[config.mk]
export PLATFORM = sky130hd
export DESIGN_NAME = fall_impact_peak_detector_unit
export DESIGN_NICKNAME = d
export VERILOG_FILES = /design/src/rtl/fipd_pkg.sv /design/src/rtl/fall_impact_peak_detector_unit.sv /design/src/rtl/fipd_isqrt.sv /design/src/rtl/fipd_bcd.sv
export SDC_FILE = /design/constraint.sdc
export NUM_CORES = 1
export LEC_CHECK = 0
export ABC_AREA = 1
export BUFFER_PORTS_ARGS = -buffer_cell sky130_fd_sc_hd__buf_2
export CAP_MARGIN = 20
export CORE_ASPECT_RATIO = 1.1
export CORE_MARGIN = 1.5
export CORE_UTILIZATION = 50
export DETAILED_ROUTE_END_ITERATION = 6
export GPL_TIMING_DRIVEN = 1
export PLACE_DENSITY = 0.69
export SETUP_SLACK_MARGIN = 0.3
export SLEW_MARGIN = 0
export SYNTH_ARGS = -nofsm -noshare
export SYNTH_HDL_FRONTEND = slang
export SYNTH_SLANG_ARGS = --single-unit
[constraint.sdc]
create_clock -name aclk -period 15.7 [get_ports aclk]
set_input_delay 0.785 -clock aclk [delete_from_list [all_inputs] [get_ports aclk]]
set_output_delay 0.785 -clock aclk [all_outputs]
set_load 0.02 [all_outputs]
[src/rtl/fipd_pkg.sv]
// ============================================================================
// Fall impact peak detector package
// Shared types, field widths and reset constants for the detector and its
// serial arithmetic units.
// ============================================================================
package fipd_pkg;

    // Field widths
    localparam int ACC_W   = 16;
    localparam int SUM_W   = 32;
    localparam int PEAK_W  = 16;
    localparam int DIGIT_W = 4;
    localparam int TICK_W  = 16;
    localparam int CFG_W   = 32;

    // Register reset values
    localparam logic [TICK_W-1:0] BLINK_RESET     = 16'd500;
    localparam logic [TICK_W-1:0] DISPLAY_RESET   = 16'd10000;
    localparam logic [SUM_W-1:0]  THRESHOLD_RESET = 32'd5207;

    // Input item kinds, carried on s_tuser
    typedef enum logic [1:0] {
        CMD_TICK   = 2'd0,
        CMD_SAMPLE = 2'd1,
        CMD_FALL   = 2'd2,
        CMD_BUTTON = 2'd3
    } cmd_t;

    // Operating modes
    typedef enum logic [1:0] {
        MODE_REST = 2'd0,
        MODE_FALL = 2'd1,
        MODE_DISP = 2'd2
    } mode_t;

    // Configuration register indexes
    typedef enum logic [1:0] {
        CFG_BLINK     = 2'd0,
        CFG_DISPLAY   = 2'd1,
        CFG_THRESHOLD = 2'd2
    } cfg_idx_t;

    // One result transaction, last field in the lowest bits
    typedef struct packed {
        logic [DIGIT_W-1:0] hundredths_digit;
        logic [DIGIT_W-1:0] tenths_digit;
        logic [DIGIT_W-1:0] units_digit;
        logic [PEAK_W-1:0]  peak_centi_g;
        logic               impact_now;
        logic               red_led;
        mode_t              mode;
    } result_t;

endpackage

[src/rtl/fall_impact_peak_detector_unit.sv]
// ============================================================================
// Fall impact peak detector
// Tracks rest, free-fall and display modes from ticks, acceleration samples,
// free-fall events and button presses, and reports the impact peak.
// ============================================================================
// Usage:
//   The slave channel takes one command per transaction: s_tuser is the kind
//   (tick, sample, free-fall event, button) and s_tdata holds the three axis
//   samples in hundredths of g. Every accepted transaction yields exactly one
//   result transaction on the master channel.
//   Ticks, events, buttons and samples outside free fall go from acceptance
//   straight to the final step, which loads the result once the output
//   register is free; the sequencer then returns to idle to accept the next
//   transaction. A sample in free fall builds its sum of squares in a shared
//   shift-add accumulator, one multiplier bit per cycle; then the evaluate,
//   check and final steps compare, check and load the result. A sample that
//   detects an impact also passes through the bit-serial square root and the
//   decimal conversion between the check and the final step.
//   The block works on one transaction at a time; s_tready is high whenever
//   the sequencer is idle, even while a finished result waits in the output
//   register. When the receiver stalls, the next result waits until the output
//   register is free and the sequencer holds off further input. Configuration
//   writes take effect at once; the user must make them while idle, as the block
//   does not enforce it. After reset the block is at rest with the LED off, peak
//   zero, default tick counts and a zero previous sum; no clearing pass is needed.
// ============================================================================
module fall_impact_peak_detector_unit (
    input  logic                       aclk,
    input  logic                       aresetn,
    // Slave channel
    input  logic                       s_tvalid,
    output logic                       s_tready,
    input  logic [47:0]                s_tdata,   // acc_x, acc_y, acc_z
    input  logic [1:0]                 s_tuser,   // cmd
    // Master channel
    output logic                       m_tvalid,
    input  logic                       m_tready,
    output logic [31:0]                m_tdata,   // mode, red_led, impact_now,
                                                  // peak_centi_g, units_digit,
                                                  // tenths_digit, hundredths_digit
    // Configuration write port
    input  logic                       cfg_wr_en,
    input  logic [1:0]                 cfg_index,
    input  logic [fipd_pkg::CFG_W-1:0] cfg_data
);
    import fipd_pkg::*;

    typedef enum logic [2:0] {
        ST_IDLE,
        ST_SQUARE,
        ST_EVAL,
        ST_CHECK,
        ST_SQRT,
        ST_BCD,
        ST_POST
    } state_t;

    state_t              state_reg;
    mode_t               mode_reg;
    logic                pending_reg;
    logic                led_reg;
    logic                impact_reg;
    logic [TICK_W-1:0]   blink_ticks_reg;
    logic [TICK_W-1:0]   display_ticks_reg;
    logic [SUM_W-1:0]    threshold_reg;
    logic [TICK_W-1:0]   blink_count_reg;
    logic [TICK_W-1:0]   display_count_reg;
    logic [SUM_W-1:0]    prev_sum_reg;
    logic [SUM_W-1:0]    peak_sum_reg;
    logic [SUM_W-1:0]    acc_reg;
    logic [SUM_W-1:0]    diff_reg;
    logic [ACC_W-1:0]    mag_x_reg, mag_y_reg, mag_z_reg;
    logic [ACC_W-1:0]    shf_x_reg, shf_y_reg, shf_z_reg;
    logic [3:0]          bit_cnt_reg;
    logic [PEAK_W-1:0]   peak_hold_reg;
    logic [DIGIT_W-1:0]  units_reg, tenths_reg, hundredths_reg;
    logic                m_valid_reg;
    result_t             m_data_reg;

    logic [SUM_W-1:0]    acc_next;
    logic [TICK_W-1:0]   blink_dec, display_dec;
    logic [ACC_W-1:0]    ax, ay, az;
    logic                impact_hit;
    logic                out_free;
    logic                sqrt_start, sqrt_done;
    logic [PEAK_W-1:0]   sqrt_root;
    logic                bcd_done;
    logic [DIGIT_W-1:0]  bcd_units, bcd_tenths, bcd_hundredths;
    mode_t               mode_after;

    // Axis magnitudes; the most negative sample maps to 32768, which still fits.
    assign ax = s_tdata[15] ? (~s_tdata[15:0] + 16'd1)  : s_tdata[15:0];
    assign ay = s_tdata[31] ? (~s_tdata[31:16] + 16'd1) : s_tdata[31:16];
    assign az = s_tdata[47] ? (~s_tdata[47:32] + 16'd1) : s_tdata[47:32];

    // Shared shift-add step: one multiplier bit of each axis per cycle, MSB first.
    assign acc_next = {acc_reg[SUM_W-2:0], 1'b0}
                    + (shf_x_reg[ACC_W-1] ? {16'd0, mag_x_reg} : '0)
                    + (shf_y_reg[ACC_W-1] ? {16'd0, mag_y_reg} : '0)
                    + (shf_z_reg[ACC_W-1] ? {16'd0, mag_z_reg} : '0);

    // Tick counters count down and hold at zero.
    assign blink_dec   = (blink_count_reg == '0)   ? '0 : blink_count_reg - 16'd1;
    assign display_dec = (display_count_reg == '0) ? '0 : display_count_reg - 16'd1;

    assign impact_hit = (diff_reg >= threshold_reg) && (prev_sum_reg != '0);
    assign sqrt_start = (state_reg == ST_CHECK) && impact_hit;
    assign out_free   = !m_valid_reg || m_tready;

    // A latched free-fall event enters free fall as soon as the block rests.
    assign mode_after = (mode_reg == MODE_REST && pending_reg) ? MODE_FALL : mode_reg;

    fipd_isqrt u_isqrt (
        .aclk     (aclk),
        .aresetn  (aresetn),
        .start    (sqrt_start),
        .radicand (peak_sum_reg),
        .done     (sqrt_done),
        .root     (sqrt_root)
    );

    fipd_bcd u_bcd (
        .aclk       (aclk),
        .aresetn    (aresetn),
        .start      (sqrt_done),
        .value      (sqrt_root),
        .done       (bcd_done),
        .units      (bcd_units),
        .tenths     (bcd_tenths),
        .hundredths (bcd_hundredths)
    );

    // Sequencer, detector state and output register.
    always_ff @(posedge aclk) begin
        if (!aresetn) begin
            state_reg         <= ST_IDLE;
            mode_reg          <= MODE_REST;
            pending_reg       <= 1'b0;
            led_reg           <= 1'b0;
            impact_reg        <= 1'b0;
            blink_ticks_reg   <= BLINK_RESET;
            display_ticks_reg <= DISPLAY_RESET;
            threshold_reg     <= THRESHOLD_RESET;
            blink_count_reg   <= BLINK_RESET;
            display_count_reg <= DISPLAY_RESET;
            prev_sum_reg      <= '0;
            peak_sum_reg      <= '0;
            peak_hold_reg     <= '0;
            units_reg         <= '0;
            tenths_reg        <= '0;
            hundredths_reg    <= '0;
            m_valid_reg       <= 1'b0;
        end else begin
            // Configuration writes; index three has no register.
            if (cfg_wr_en) begin
                case (cfg_index)
                    CFG_BLINK:     blink_ticks_reg   <= cfg_data[TICK_W-1:0];
                    CFG_DISPLAY:   display_ticks_reg <= cfg_data[TICK_W-1:0];
                    CFG_THRESHOLD: threshold_reg     <= cfg_data;
                    default: ;
                endcase
            end

            // The output register fills from the final step and empties when taken.
            if (state_reg == ST_POST && out_free) begin
                m_valid_reg <= 1'b1;
            end else if (m_tready) begin
                m_valid_reg <= 1'b0;
            end

            unique case (state_reg)
                ST_IDLE: begin
                    if (s_tvalid) begin
                        impact_reg <= 1'b0;
                        // Only a sample in free fall needs the arithmetic steps.
                        state_reg  <= (s_tuser == CMD_SAMPLE && mode_reg == MODE_FALL)
                                      ? ST_SQUARE : ST_POST;
                        unique case (s_tuser)
                            CMD_TICK: begin
                                display_count_reg <= display_dec;
                                if (mode_reg == MODE_FALL && blink_dec == '0) begin
                                    led_reg         <= ~led_reg;
                                    blink_count_reg <= blink_ticks_reg;
                                end else begin
                                    blink_count_reg <= blink_dec;
                                    if (mode_reg == MODE_DISP && display_dec == '0) begin
                                        mode_reg <= MODE_REST;
                                    end
                                end
                            end
                            CMD_SAMPLE: begin
                                if (mode_reg == MODE_FALL) begin
                                    mag_x_reg   <= ax;
                                    mag_y_reg   <= ay;
                                    mag_z_reg   <= az;
                                    shf_x_reg   <= ax;
                                    shf_y_reg   <= ay;
                                    shf_z_reg   <= az;
                                    acc_reg     <= '0;
                                    bit_cnt_reg <= 4'd15;
                                end
                            end
                            CMD_FALL: begin
                                pending_reg <= 1'b1;
                            end
                            CMD_BUTTON: begin
                                if (mode_reg == MODE_DISP) begin
                                    mode_reg <= MODE_REST;
                                end
                            end
                            default: ;
                        endcase
                    end
                end
                ST_SQUARE: begin
                    acc_reg     <= acc_next;
                    shf_x_reg   <= {shf_x_reg[ACC_W-2:0], 1'b0};
                    shf_y_reg   <= {shf_y_reg[ACC_W-2:0], 1'b0};
                    shf_z_reg   <= {shf_z_reg[ACC_W-2:0], 1'b0};
                    bit_cnt_reg <= bit_cnt_reg - 4'd1;
                    if (bit_cnt_reg == 4'd0) begin
                        state_reg <= ST_EVAL;
                    end
                end
                ST_EVAL: begin
                    // Distance from the previous sum, and the running peak.
                    diff_reg <= (acc_reg >= prev_sum_reg) ? acc_reg - prev_sum_reg
                                                          : prev_sum_reg - acc_reg;
                    if (acc_reg > peak_sum_reg) begin
                        peak_sum_reg <= acc_reg;
                    end
                    state_reg <= ST_CHECK;
                end
                ST_CHECK: begin
                    prev_sum_reg <= acc_reg;
                    if (impact_hit) begin
                        mode_reg          <= MODE_DISP;
                        display_count_reg <= display_ticks_reg;
                        led_reg           <= 1'b0;
                        impact_reg        <= 1'b1;
                        state_reg         <= ST_SQRT;
                    end else begin
                        state_reg <= ST_POST;
                    end
                end
                ST_SQRT: begin
                    if (sqrt_done) begin
                        peak_hold_reg <= sqrt_root;
                        state_reg     <= ST_BCD;
                    end
                end
                ST_BCD: begin
                    if (bcd_done) begin
                        units_reg      <= bcd_units;
                        tenths_reg     <= bcd_tenths;
                        hundredths_reg <= bcd_hundredths;
                        state_reg      <= ST_POST;
                    end
                end
                ST_POST: begin
                    if (out_free) begin
                        if (mode_reg == MODE_REST && pending_reg) begin
                            pending_reg     <= 1'b0;
                            prev_sum_reg    <= '0;
                            peak_sum_reg    <= '0;
                            blink_count_reg <= blink_ticks_reg;
                        end
                        mode_reg                    <= mode_after;
                        m_data_reg.mode             <= mode_after;
                        m_data_reg.red_led          <= led_reg;
                        m_data_reg.impact_now       <= impact_reg;
                        m_data_reg.peak_centi_g     <= peak_hold_reg;
                        m_data_reg.units_digit      <= units_reg;
                        m_data_reg.tenths_digit     <= tenths_reg;
                        m_data_reg.hundredths_digit <= hundredths_reg;
                        state_reg                   <= ST_IDLE;
                    end
                end
                default: begin
                    state_reg <= ST_IDLE;
                end
            endcase
        end
    end

    assign s_tready = (state_reg == ST_IDLE);
    assign m_tvalid = m_valid_reg;
    assign m_tdata  = m_data_reg;

    // An impact result always reports the display mode.
    a_impact_mode: assert property (@(posedge aclk) disable iff (!aresetn)
        (m_tvalid && m_tdata[3]) |-> (m_tdata[1:0] == MODE_DISP))
        else $error("impact result without display mode");

    // The square root only runs after an impact switched to display mode.
    a_sqrt_mode: assert property (@(posedge aclk) disable iff (!aresetn)
        (state_reg == ST_SQRT) |-> (mode_reg == MODE_DISP))
        else $error("square root running outside display mode");

    // A new result appears only from the final sequencer step.
    a_result_src: assert property (@(posedge aclk) disable iff (!aresetn)
        $rose(m_tvalid) |-> $past(state_reg == ST_POST))
        else $error("result loaded outside the final step");

endmodule

[src/rtl/fipd_isqrt.sv]
// ============================================================================
// Serial rounded square root
// Restoring square root, one result bit per cycle, followed by a rounding
// step that rounds half up. A done pulse marks a valid root.
// ============================================================================
module fipd_isqrt (
    input  logic                        aclk,
    input  logic                        aresetn,
    input  logic                        start,
    input  logic [fipd_pkg::SUM_W-1:0]  radicand,
    output logic                        done,
    output logic [fipd_pkg::PEAK_W-1:0] root
);
    import fipd_pkg::*;

    typedef enum logic [1:0] {
        SQ_IDLE,
        SQ_RUN,
        SQ_ROUND
    } sq_state_t;

    sq_state_t           state_reg;
    logic [SUM_W-1:0]    rad_reg;
    logic [19:0]         rem_reg;
    logic [PEAK_W-1:0]   root_reg;
    logic [3:0]          cnt_reg;
    logic                done_reg;
    logic [PEAK_W-1:0]   result_reg;

    logic [19:0]         rem_shift;
    logic [19:0]         trial;
    logic                fits;

    // Bring down the next two radicand bits and try the next root bit.
    assign rem_shift = {rem_reg[17:0], rad_reg[SUM_W-1 -: 2]};
    assign trial     = {2'b00, root_reg, 2'b01};
    assign fits      = (rem_shift >= trial);

    always_ff @(posedge aclk) begin
        if (!aresetn) begin
            state_reg <= SQ_IDLE;
            done_reg  <= 1'b0;
        end else begin
            done_reg <= 1'b0;
            unique case (state_reg)
                SQ_IDLE: begin
                    if (start) begin
                        rad_reg   <= radicand;
                        rem_reg   <= '0;
                        root_reg  <= '0;
                        cnt_reg   <= 4'd15;
                        state_reg <= SQ_RUN;
                    end
                end
                SQ_RUN: begin
                    rad_reg <= {rad_reg[SUM_W-3:0], 2'b00};
                    if (fits) begin
                        rem_reg  <= rem_shift - trial;
                        root_reg <= {root_reg[PEAK_W-2:0], 1'b1};
                    end else begin
                        rem_reg  <= rem_shift;
                        root_reg <= {root_reg[PEAK_W-2:0], 1'b0};
                    end
                    cnt_reg <= cnt_reg - 4'd1;
                    if (cnt_reg == 4'd0) begin
                        state_reg <= SQ_ROUND;
                    end
                end
                SQ_ROUND: begin
                    // The remainder is s - r*r; round up when it exceeds r.
                    if (rem_reg > {4'b0000, root_reg}) begin
                        result_reg <= root_reg + 16'd1;
                    end else begin
                        result_reg <= root_reg;
                    end
                    done_reg  <= 1'b1;
                    state_reg <= SQ_IDLE;
                end
                default: begin
                    state_reg <= SQ_IDLE;
                end
            endcase
        end
    end

    assign done = done_reg;
    assign root = result_reg;

endmodule

[src/rtl/fipd_bcd.sv]
// ============================================================================
// Serial binary to decimal converter
// Shift-and-add-three conversion, one binary bit per cycle, keeping only the
// three lowest decimal digits of the value.
// ============================================================================
module fipd_bcd (
    input  logic                         aclk,
    input  logic                         aresetn,
    input  logic                         start,
    input  logic [fipd_pkg::PEAK_W-1:0]  value,
    output logic                         done,
    output logic [fipd_pkg::DIGIT_W-1:0] units,
    output logic [fipd_pkg::DIGIT_W-1:0] tenths,
    output logic [fipd_pkg::DIGIT_W-1:0] hundredths
);
    import fipd_pkg::*;

    logic                busy_reg;
    logic                done_reg;
    logic [PEAK_W-1:0]   bin_reg;
    logic [11:0]         bcd_reg;
    logic [3:0]          cnt_reg;
    logic [11:0]         bcd_adj;

    function automatic logic [DIGIT_W-1:0] dabble(input logic [DIGIT_W-1:0] d);
        dabble = (d >= 4'd5) ? d + 4'd3 : d;
    endfunction

    // Correct each digit before it doubles. Higher digits never feed lower
    // ones, so dropping the digits above hundreds keeps the low three exact.
    assign bcd_adj = {dabble(bcd_reg[11:8]), dabble(bcd_reg[7:4]), dabble(bcd_reg[3:0])};

    always_ff @(posedge aclk) begin
        if (!aresetn) begin
            busy_reg <= 1'b0;
            done_reg <= 1'b0;
        end else begin
            done_reg <= 1'b0;
            if (!busy_reg) begin
                if (start) begin
                    bin_reg  <= value;
                    bcd_reg  <= '0;
                    cnt_reg  <= 4'd15;
                    busy_reg <= 1'b1;
                end
            end else begin
                bcd_reg <= {bcd_adj[10:0], bin_reg[PEAK_W-1]};
                bin_reg <= {bin_reg[PEAK_W-2:0], 1'b0};
                cnt_reg <= cnt_reg - 4'd1;
                if (cnt_reg == 4'd0) begin
                    busy_reg <= 1'b0;
                    done_reg <= 1'b1;
                end
            end
        end
    end

    assign done       = done_reg;
    assign hundredths = bcd_reg[3:0];
    assign tenths     = bcd_reg[7:4];
    assign units      = bcd_reg[11:8];

endmodule

* Word-level counts from Yosys, hierarchy flattened
Index checks and enable logic that the tools add are counted.
** Storage, ports and cells
- Word-level logic and storage cells :: 268
- Output and inout port bits :: 34
- Register bits :: 518
** Operators by class
- Reduce and logical (&&, ||, !) cells :: 54
- Multiplexer cells :: 104
- Add/sub/neg operators :: 18
- Bitwise gates (word level) :: 4
- Eq/ne operators :: 34
- $lt $le $gt $ge :: 8
** Operators by type and width (number)
- 2-to-1 mux 16 bit :: 29
- 2-to-1 mux 32 bit :: 8
- one-hot mux 32 bit (2 select lines) :: 4
- one-hot mux 16 bit (2 select lines) :: 6
- adder 32 x 16 -> 32 bit :: 3
- adder 16 x 1 -> 16 bit (second input constant) :: 4
- greater-or-equal comparator 32 bit :: 2
- zero test 16 bit :: 4
- subtractor 32 bit :: 2
- inverter 16 bit :: 3
- 2-to-1 mux 20 bit :: 2
- one-hot mux 20 bit (2 select lines) :: 1
- > comparator 32 bit :: 1
- 2-to-1 mux 4 bit :: 8
- nonzero test 32 bit :: 1
- subtractor 16 x 1 -> 16 bit (second input constant) :: 2
- AND reduction 5 bit :: 6
- 2-to-1 mux 12 bit :: 2
- 2-to-1 mux 3 bit :: 7
- one-hot mux 3 bit (7 select lines) :: 1
- greater-or-equal comparator 20 x 18 -> 1 bit :: 1
- > comparator 20 x 16 -> 1 bit :: 1
- 2-to-1 mux 2 bit :: 10
- AND reduction 2 bit :: 10
- other kinds (31) :: 104

* Depth between registers and ports, before layout
Gate-level depths: netlist of run 1.
- Depth after elaboration :: 9
- Gate-level depth with buffers :: 20

* By module
A second synthesis of run 1 with hierarchy kept.
** Unflattened totals
- Cells, all modules :: 4003
- Area, all modules :: 31308.8 µm²
** By module, submodules not included
- fall_impact_peak_detector_unit :: cells each 3105, seq. area each 9829.4 µm², times used 1, area an instance 24053.1 µm²
- fipd_isqrt :: cells each 712, seq. area each 2702.6 µm², times used 1, area an instance 5561.6 µm²
- fipd_bcd :: cells each 186, seq. area each 1001.0 µm², times used 1, area an instance 1694.1 µm²

* Worst setup path before layout of run 1
OpenSTA, ideal clock, no wires.
- Kind :: reg-to-reg
- From :: reg state_reg[1]
- To :: reg acc_reg[0] (enable)
- Path slack :: 0.694 ns
- Stages on the path, launching flop included :: 6
- Data arrival time :: 14.033 ns
- Data required time :: 14.727 ns
- Buffers on the path :: 0
- Setup time :: 0.973 ns
- Path through :: dfxtp_1 > inv_1 > nand2_1 > nor2_1 > inv_1 > a2111oi_0
** Between the ends
- Cells in the longest elaborated chain, start to end :: 3
** RTL lines
- start, declared :: RTL line fall_impact_peak_detector_unit.sv:58 : state_t state_reg;
- start signal, assigned :: RTL line fall_impact_peak_detector_unit.sv:176 : state_reg <= (s_tuser == CMD_SAMPLE && mode_reg == MODE_FALL)
- zero test 3 bit or == test 3 x 1 -> 1 bit (tied branches) :: RTL line fall_impact_peak_detector_unit.sv:171 : unique case (state_reg)
- inequality test 2 x 1 -> 1 bit (no line) (tied with other cells)
- AND reduction 5 bit (no line) (*)
- end signal, assigned :: RTL line fall_impact_peak_detector_unit.sv:216 : acc_reg <= acc_next;
- end, declared :: RTL line fall_impact_peak_detector_unit.sv:70 : logic [SUM_W-1:0] acc_reg;
Every way passes the cells marked *; elsewhere a longest branch is shown, timed or not.
A chain may end at the register's enable or synchronous reset.

* Worst setup path in the final report of run 1
- From :: reg shf_x_reg[15]
- To :: reg acc_reg[24], data pin
** Between the ends
- Cells in the longest elaborated chain, start to end :: 5
** RTL lines
- start, declared :: RTL line fall_impact_peak_detector_unit.sv:73 : logic [ACC_W-1:0] shf_x_reg, shf_y_reg, shf_z_reg;
- start signal, assigned :: RTL line fall_impact_peak_detector_unit.sv:217 : shf_x_reg <= {shf_x_reg[ACC_W-2:0], 1'b0};
- 2-to-1 mux 16 bit :: RTL line fall_impact_peak_detector_unit.sv:98 : + (shf_x_reg[ACC_W-1] ? {16'd0, mag_x_reg} : '0)
- adder 32 x 16 -> 32 bit :: RTL line fall_impact_peak_detector_unit.sv:98
- adder 32 x 16 -> 32 bit :: RTL line fall_impact_peak_detector_unit.sv:99 : + (shf_y_reg[ACC_W-1] ? {16'd0, mag_y_reg} : '0)
- adder 32 x 16 -> 32 bit :: RTL line fall_impact_peak_detector_unit.sv:100 : + (shf_z_reg[ACC_W-1] ? {16'd0, mag_z_reg} : '0);
- one-hot mux 32 bit (2 select lines) :: RTL line fall_impact_peak_detector_unit.sv:171
No other way between the ends.

==> results of run 1 <==
## metal layers
metal / vias to the layer above / GRT usage (%) / wire length, um
met4: 0 / 9.97 / 3020
met3: 171 / 3.12 / 4190
li1: 12700 / - / -
met5: - / 0 / 0
met2: 701 / 42.2 / 37500
met1: 11800 / 31.5 / 33000
## critical path, cell delays in order, from the launching register on
cell	delay (ps)
edfxtp_1	700
nand2_1	150
fa_1	510
fa_1	540
inv_1	50
ha_1	240
fa_1	420
nand3_1	100
nand2_1	80
a21oi_1	290
o21ai_1	170
a21boi_0	410
o21ai_2	190
and2_1	190
nor2_1	80
nor2_1	50
## cell usage after synthesis (all sizes together)
library cell,n,area (um2)
xor2,97,850
nor4b,1,8.76
nand2,962,3660
o21a,11,82.6
xnor2,34,298
fa,34,681
and2,2,12.5
o22ai,1,6.26
nor4,18,113
o211ai,22,165
a31oi,17,106
o31ai,8,60.1
o21bai,23,176
a2111oi,1,8.76
or4,2,15.0
clkbuf,106,414
ha,178,2230
mux2i,1,10.0
o21ai,254,1270
nand3b,8,60.1
a41oi,2,17.5
a31o,1,8.76
nor3,57,302
and3b,1,8.76
edfxtp,316,9490
dfxtp,202,4040
a211oi,3,22.5
a21o,15,113
buf,37,216
nand4,29,188
a221oi,1,15.0
inv,447,1680
clkinv,1,3.75
nand3,189,1000
nor2,361,1410
o221ai,3,26.3
a21oi,343,1720
or2,5,31.3
a21boi,8,60.1
## kinds of logic after synthesis
logic type / share of synthesized area, %
muxes: 0.0327
adders and majority gates: 9.51
DFF: 44.2
xor gates and xnor gates: 3.75
AOI/OAI and AO/OA: 12.6
and+or+nand+nor: 22.3
buffers and inverters: 7.56
## path summary, 6_finish.rpt
check	from	to	slack, ps	cells after the start
setup / recovery	shf_x_reg[15]	acc_reg[24]	11270	15
hold / removal	s_tdata[32]	mag_z_reg[0]	390	1
setup reg to reg	shf_x_reg[15]	acc_reg[24]	11270	15
hold reg to reg	tenths_reg[0]	m_tdata[24]	430	0
## where the power goes
group,internal [mW],switching (mW)
combinational,0.531,1.13
sequential,1.65,0.116
clock,0.810,0.565
total,2.99,1.81
## area by class of cell
type                    count  area, um2
inverters                 448       1680
well taps                 816       1020
flip-flops and latches    518      13500
fillers                  5545      26300
repair buffers            145        792
multi-input cells        2692      14800
clock inverters            35        438
clock buffers              69       1490
## through the flow
stage          total power [mW]  hold slack, ps
2_1_floorplan              3.01             402
3_3_place_gp               3.40             411
3_5_place_dp               3.43             416
4_1_cts                    4.80             369
5_1_grt                    5.10             389
6_report                   4.80             394
==> run_results.csv, run 1 <==
group,metric,value,unit
cts,holdBufCountCts,0,
timing,hold_viol,0,
pwr,irDropWorstVdd,95.6,uV
layout,final_cell_area,33800,um2
pwr,power_per_cell_area,142,nW/um2
cts,ctsRootBufferMaster,"clkbuf_16",
cts,numCtsBuffers,55,
setup_path,cp_max_fo,16,
layout,layout.cells.most_common_list,"947 x nand2_1, 435 x inv_1, 344 x nor2_1",
grt,grt_usage,24.7,%
setup_path,setup.worst_path.end_class,"register",
synthesis,synth_area_per_cell,8.05,um2
grt,wire_length_of_the_first_global_routing_pass,125,mm
cts,clk_transition_reported_paths,60,ps
cts,clock_insertion_delay_worst_skew,650,ps
pwr,reported_leakage_power,14.4,nW
die,core_area,60100,um2
drt,detail_route.iter0.violations,1750,
cts,cts.sinks,518,
timing,worstMarginPinSlew,1080,ps
timing,maxClockFrequency,0.226,GHz
timing,post_layout_minimum_cycle_time,4430,ps
timing,grt_setup_unrepaired,"no",
cts,cts_tree,"yes",
setup_path,worstSetupPathType,"reg2reg",
placement,dpl_cell_area,31800,um2
synthesis,netlist_area,30600,um2
run_status,outcome,"finished, final reports clean",
die,floorplan.die.width,239,um
drt,postRouteAntennaNets,0,
timing,relSlewSlack,27.6,%
cts,cts_post_setup_buffers_inserted,0,
timing,final.period_utilization,28.2,%
die,floorplan.die.height,262,um
placement,gp_congestion,1.01,
die,floorplan.initialDensity,50.9,%
placement,post-place-ws,11320,ps
cts,ctsLongestPathBuffers,3,
placement,placement.io_buffers,122,
layout,final_util,56.2,%
synthesis,synthesis.nets,4102,
run,maxCapViolCount,0,
synthesis,synth-seq-area-share,44.2,%
timing,finClkSkew,40.3,ps
hold_path,hold_crit_class,"in2reg",
drt,detail_route.wirelength,77.7,mm
placement,dp.final_hpwl,57.4,mm
grt,first_global_vias,24400,
synthesis,syn-instance-count,3801,
grt,antenna_found_initial,0,
layout,final_nets,4161,
layout,final_common_cell,"nand2_1",
cts,cts_max_level,2,
layout,syn2layout_area_growth,10.4,%
drt,drt_pass1_iterations,7,
synthesis,ys_seq_elements,518,
drt,drt_drc_violations_left,0,
die,fp.dieArea,62700,um2
drt,wire_per_inst,16.5,um
setup_path,critical_path.startpoint_type,"register",
grt,grt_max_degree,86,
timing,setup_viol,0,
layout,antenna_cells_inserted,0,
setup_path,cp.arrival,4800,ps
placement,placedCellCount,4618,
setup_path,required,16070,ps
drt,via_count,25400,
timing,fin_setup_tns,0,ps
timing,pins_over_slew_limit,0,
die,placement_rows,94,
timing,post-route-worst-setup-slack,11270,ps
synthesis,synth_warnings,0,
cts,cts_resized,0,
synthesis,synth.lib_cells_used.distinct,59,
layout,post_route_cells_drive_above_1_share,7.68,%
layout,finish.cell_count_without_fillers,4723,
drt,avgViaCountPerCell,5.37,
grt,grt_overflow_total,0,
die,num_io_pins,123,
Note: power is estimated with default switching activity, not from simulation.
==> run 2: changes to the inputs <==
--- a/config.mk
+++ b/config.mk
@@ -13,7 +13,7 @@
 export CORE_UTILIZATION = 50
 export DETAILED_ROUTE_END_ITERATION = 6
 export GPL_TIMING_DRIVEN = 1
-export PLACE_DENSITY = 0.69
+export PLACE_DENSITY = 0.67
 export SETUP_SLACK_MARGIN = 0.3
 export SLEW_MARGIN = 0
 export SYNTH_ARGS = -nofsm -noshare
==> constraint.sdc (replaced) <==
create_clock -name aclk -period 4.3 [get_ports aclk]
set_input_delay 0.215 -clock aclk [delete_from_list [all_inputs] [get_ports aclk]]
set_output_delay 0.215 -clock aclk [all_outputs]
set_load 0.02 [all_outputs]
==> run 2 against run 1 <==
Global-route usage grew 0.87 points. Clock power grew to 3.5 times the previous value. Combinational power grew to 3.8 times the previous value. Clock-buffer cell count grew 6. Wire length grew 3.7%. Die area is the same. Fmax grew 17%. Critical path type unchanged. Critical endpoint is now acc_reg[31]. Largest cell class unchanged.
==> run_results.csv, run 2 (same netlist as run 1, synthesis figures left out) <==
group,metric,value,unit
layout,final_common_cell,"nand2_1",
grt,antenna_found_initial,0,
setup_path,setup.worst_path.end_class,"register",
drt,wire_per_inst,16.8,um
timing,post_layout_minimum_cycle_time,3780,ps
setup_path,critical_path.startpoint_type,"register",
drt,via_count,25600,
timing,maxClockFrequency,0.265,GHz
timing,relSlewSlack,26.8,%
hold_path,hold_crit_class,"in2reg",
placement,dp.final_hpwl,58.9,mm
timing,setup_viol,0,
drt,drt_pass1_iterations,6,
die,floorplan.initialDensity,50.9,%
grt,grt_usage,25.6,%
grt,first_global_vias,24300,
run_status,outcome,"finished, final reports clean",
layout,layout.cells.most_common_list,"945 x nand2_1, 434 x inv_1, 344 x nor2_1",
cts,cts_tree,"yes",
setup_path,setup.reg_to_reg.worst_slack,520,ps
timing,post-route-worst-setup-slack,524,ps
setup_path,cp.arrival,4150,ps
timing,final.period_utilization,87.8,%
die,placement_rows,94,
drt,detail_route.wirelength,80.6,mm
timing,pins_over_slew_limit,0,
placement,dpl_cell_area,32000,um2
layout,num-fill-cells,5573,
timing,worstMarginPinSlew,1090,ps
die,floorplan.die.height,262,um
setup_path,cp-startpoint,"shf_x_reg[15]",
cts,ctsRootBufferMaster,"clkbuf_16",
setup_path,cp_max_fo,13,
timing,hold_viol,0,
die,num_io_pins,123,
cts,numCtsBuffers,54,
placement,post-place-ws,427,ps
cts,ctsLongestPathBuffers,3,
placement,gp_congestion,0.967,
run,maxCapViolCount,0,
layout,ff_latch_area,13500,um2
pwr,irDropWorstVdd,292,uV
setup_path,timing.critical_path.to,"acc_reg[31]",
setup_path,timing.reg2reg.worst_path_depth,14,
grt,wire_length_of_the_first_global_routing_pass,128,mm
layout,final_nets,4247,
layout,final_cell_area,34500,um2
layout,antenna_cells_inserted,0,
timing,finClkSkew,33.7,ps
die,fp.dieArea,62700,um2
drt,detail_route.iter0.violations,2049,
die,floorplan.die.width,239,um
timing,grt_setup_unrepaired,"no",
drt,drt_drc_violations_left,0,
setup_path,worstSetupPathType,"reg2reg",
layout,final_util,57.4,%
pwr,reported_leakage_power,14.7,nW
pwr,total_power,17.5,mW
cts,clock_insertion_delay_worst_skew,630,ps
cts,clk_transition_reported_paths,60,ps
setup_path,reg2reg_to,"acc_reg[31]",
pwr,power_per_cell_area,507,nW/um2
drt,avgViaCountPerCell,5.32,
timing,fin_setup_tns,0,ps
layout,combined_area_of_the_multi_input_logic_cells,14800,um2
layout,syn2layout_area_growth,12.8,%
setup_path,required,4670,ps
die,core_area,60100,um2
cts,cts.sinks,518,
grt,grt_max_degree,85,
cts,cts_max_level,2,
grt,grt_overflow_total,0,
placement,placement.io_buffers,122,
setup_path,worst_r2r_startpoint,"shf_x_reg[15]",
drt,postRouteAntennaNets,0,
layout,post_route_cells_drive_above_1_share,8.04,%
run 2: changes by cell type in the layout (fill, tap and decap cells not counted), moves of 2 or more:
cell | previous run | this run
buf_4 | 23 | 42
clkinv_1 | 12 | 10
bufinv_16 | 8 | 5
clkbuf_1 | 9 | 17
dfxtp_1 | 202 | 200
buf_6 | 0 | 2
nand2_1 | 947 | 945
clkinv_4 | 4 | 1
clkbuf_8 | 5 | 3
dlygate4sd3_1 | 0 | 66
run 2: how the worst min path moves through the flow:
stage | from | slack, ps | depth (start not counted) | to
after CTS | s_tdata[5] | 20 | 3 | mag_x_reg[5]
after global placement | peak_hold_reg[14] | 410 | 0 | m_tdata[18]
after global routing | s_tdata[30] | 40 | 2 | mag_y_reg[15]
final | s_tdata[38] | 40 | 3 | mag_z_reg[6]
after detailed placement | units_reg[0] | 410 | 0 | m_tdata[20]
after floorplan | s_tdata[0] | 310 | 0 | mag_x_reg[0]
run 2: per-stage QoR:
step,hold WS (ps),instances
final,38.3,4808
after global routing,35.5,4808
after CTS,16.3,4805
after detailed placement,414,4637
after global placement,413,4637
after floorplan,314,3801
run 2: power breakdown:
group	internal (mW)	switching, mW
Combinational	2.07	4.28
Sequential	6.02	0.362
Clock	2.72	2.02
run 2: metal layers:
metal | GRT usage [%] | part of all wire [%]
met1 | 33.3 | 43
met2 | 44.0 | 48
met3 | 2.89 | 5.2
met4 | 8.69 | 3.1
met5 | 0 | 0
run 2: cell type report:
| cell class | count | area share, % |
|---|---|---|
| Inverter | 448 | 4.88 |
| Multi-Input combinational cell | 2692 | 43.0 |
| Tap cell | 816 | 2.96 |
| Timing Repair Buffer | 232 | 4.71 |
| Sequential cell | 518 | 39.2 |
| Clock inverter | 27 | 0.878 |
| Clock buffer | 75 | 4.29 |
run 2: critical path: stages (launching register included):
cell,delay (ps)
edfxtp_1,410
buf_6,180
nand2_1,80
fa_1,500
inv_1,50
fa_1,470
ha_1,390
a21oi_1,230
o21ai_0,130
a21oi_1,420
nand3_2,180
nand2_1,170
inv_1,80
a21oi_1,140
nor2_1,60
run 2: repair_timing:
item / in CTS / in global routing
buffers inserted: 0 / 2
endpoints found under the hold margin: 102 / 0
gates resized for setup: 0 / 6
endpoints found under the setup margin: 0 / 8
hold buffers: 66 / 0
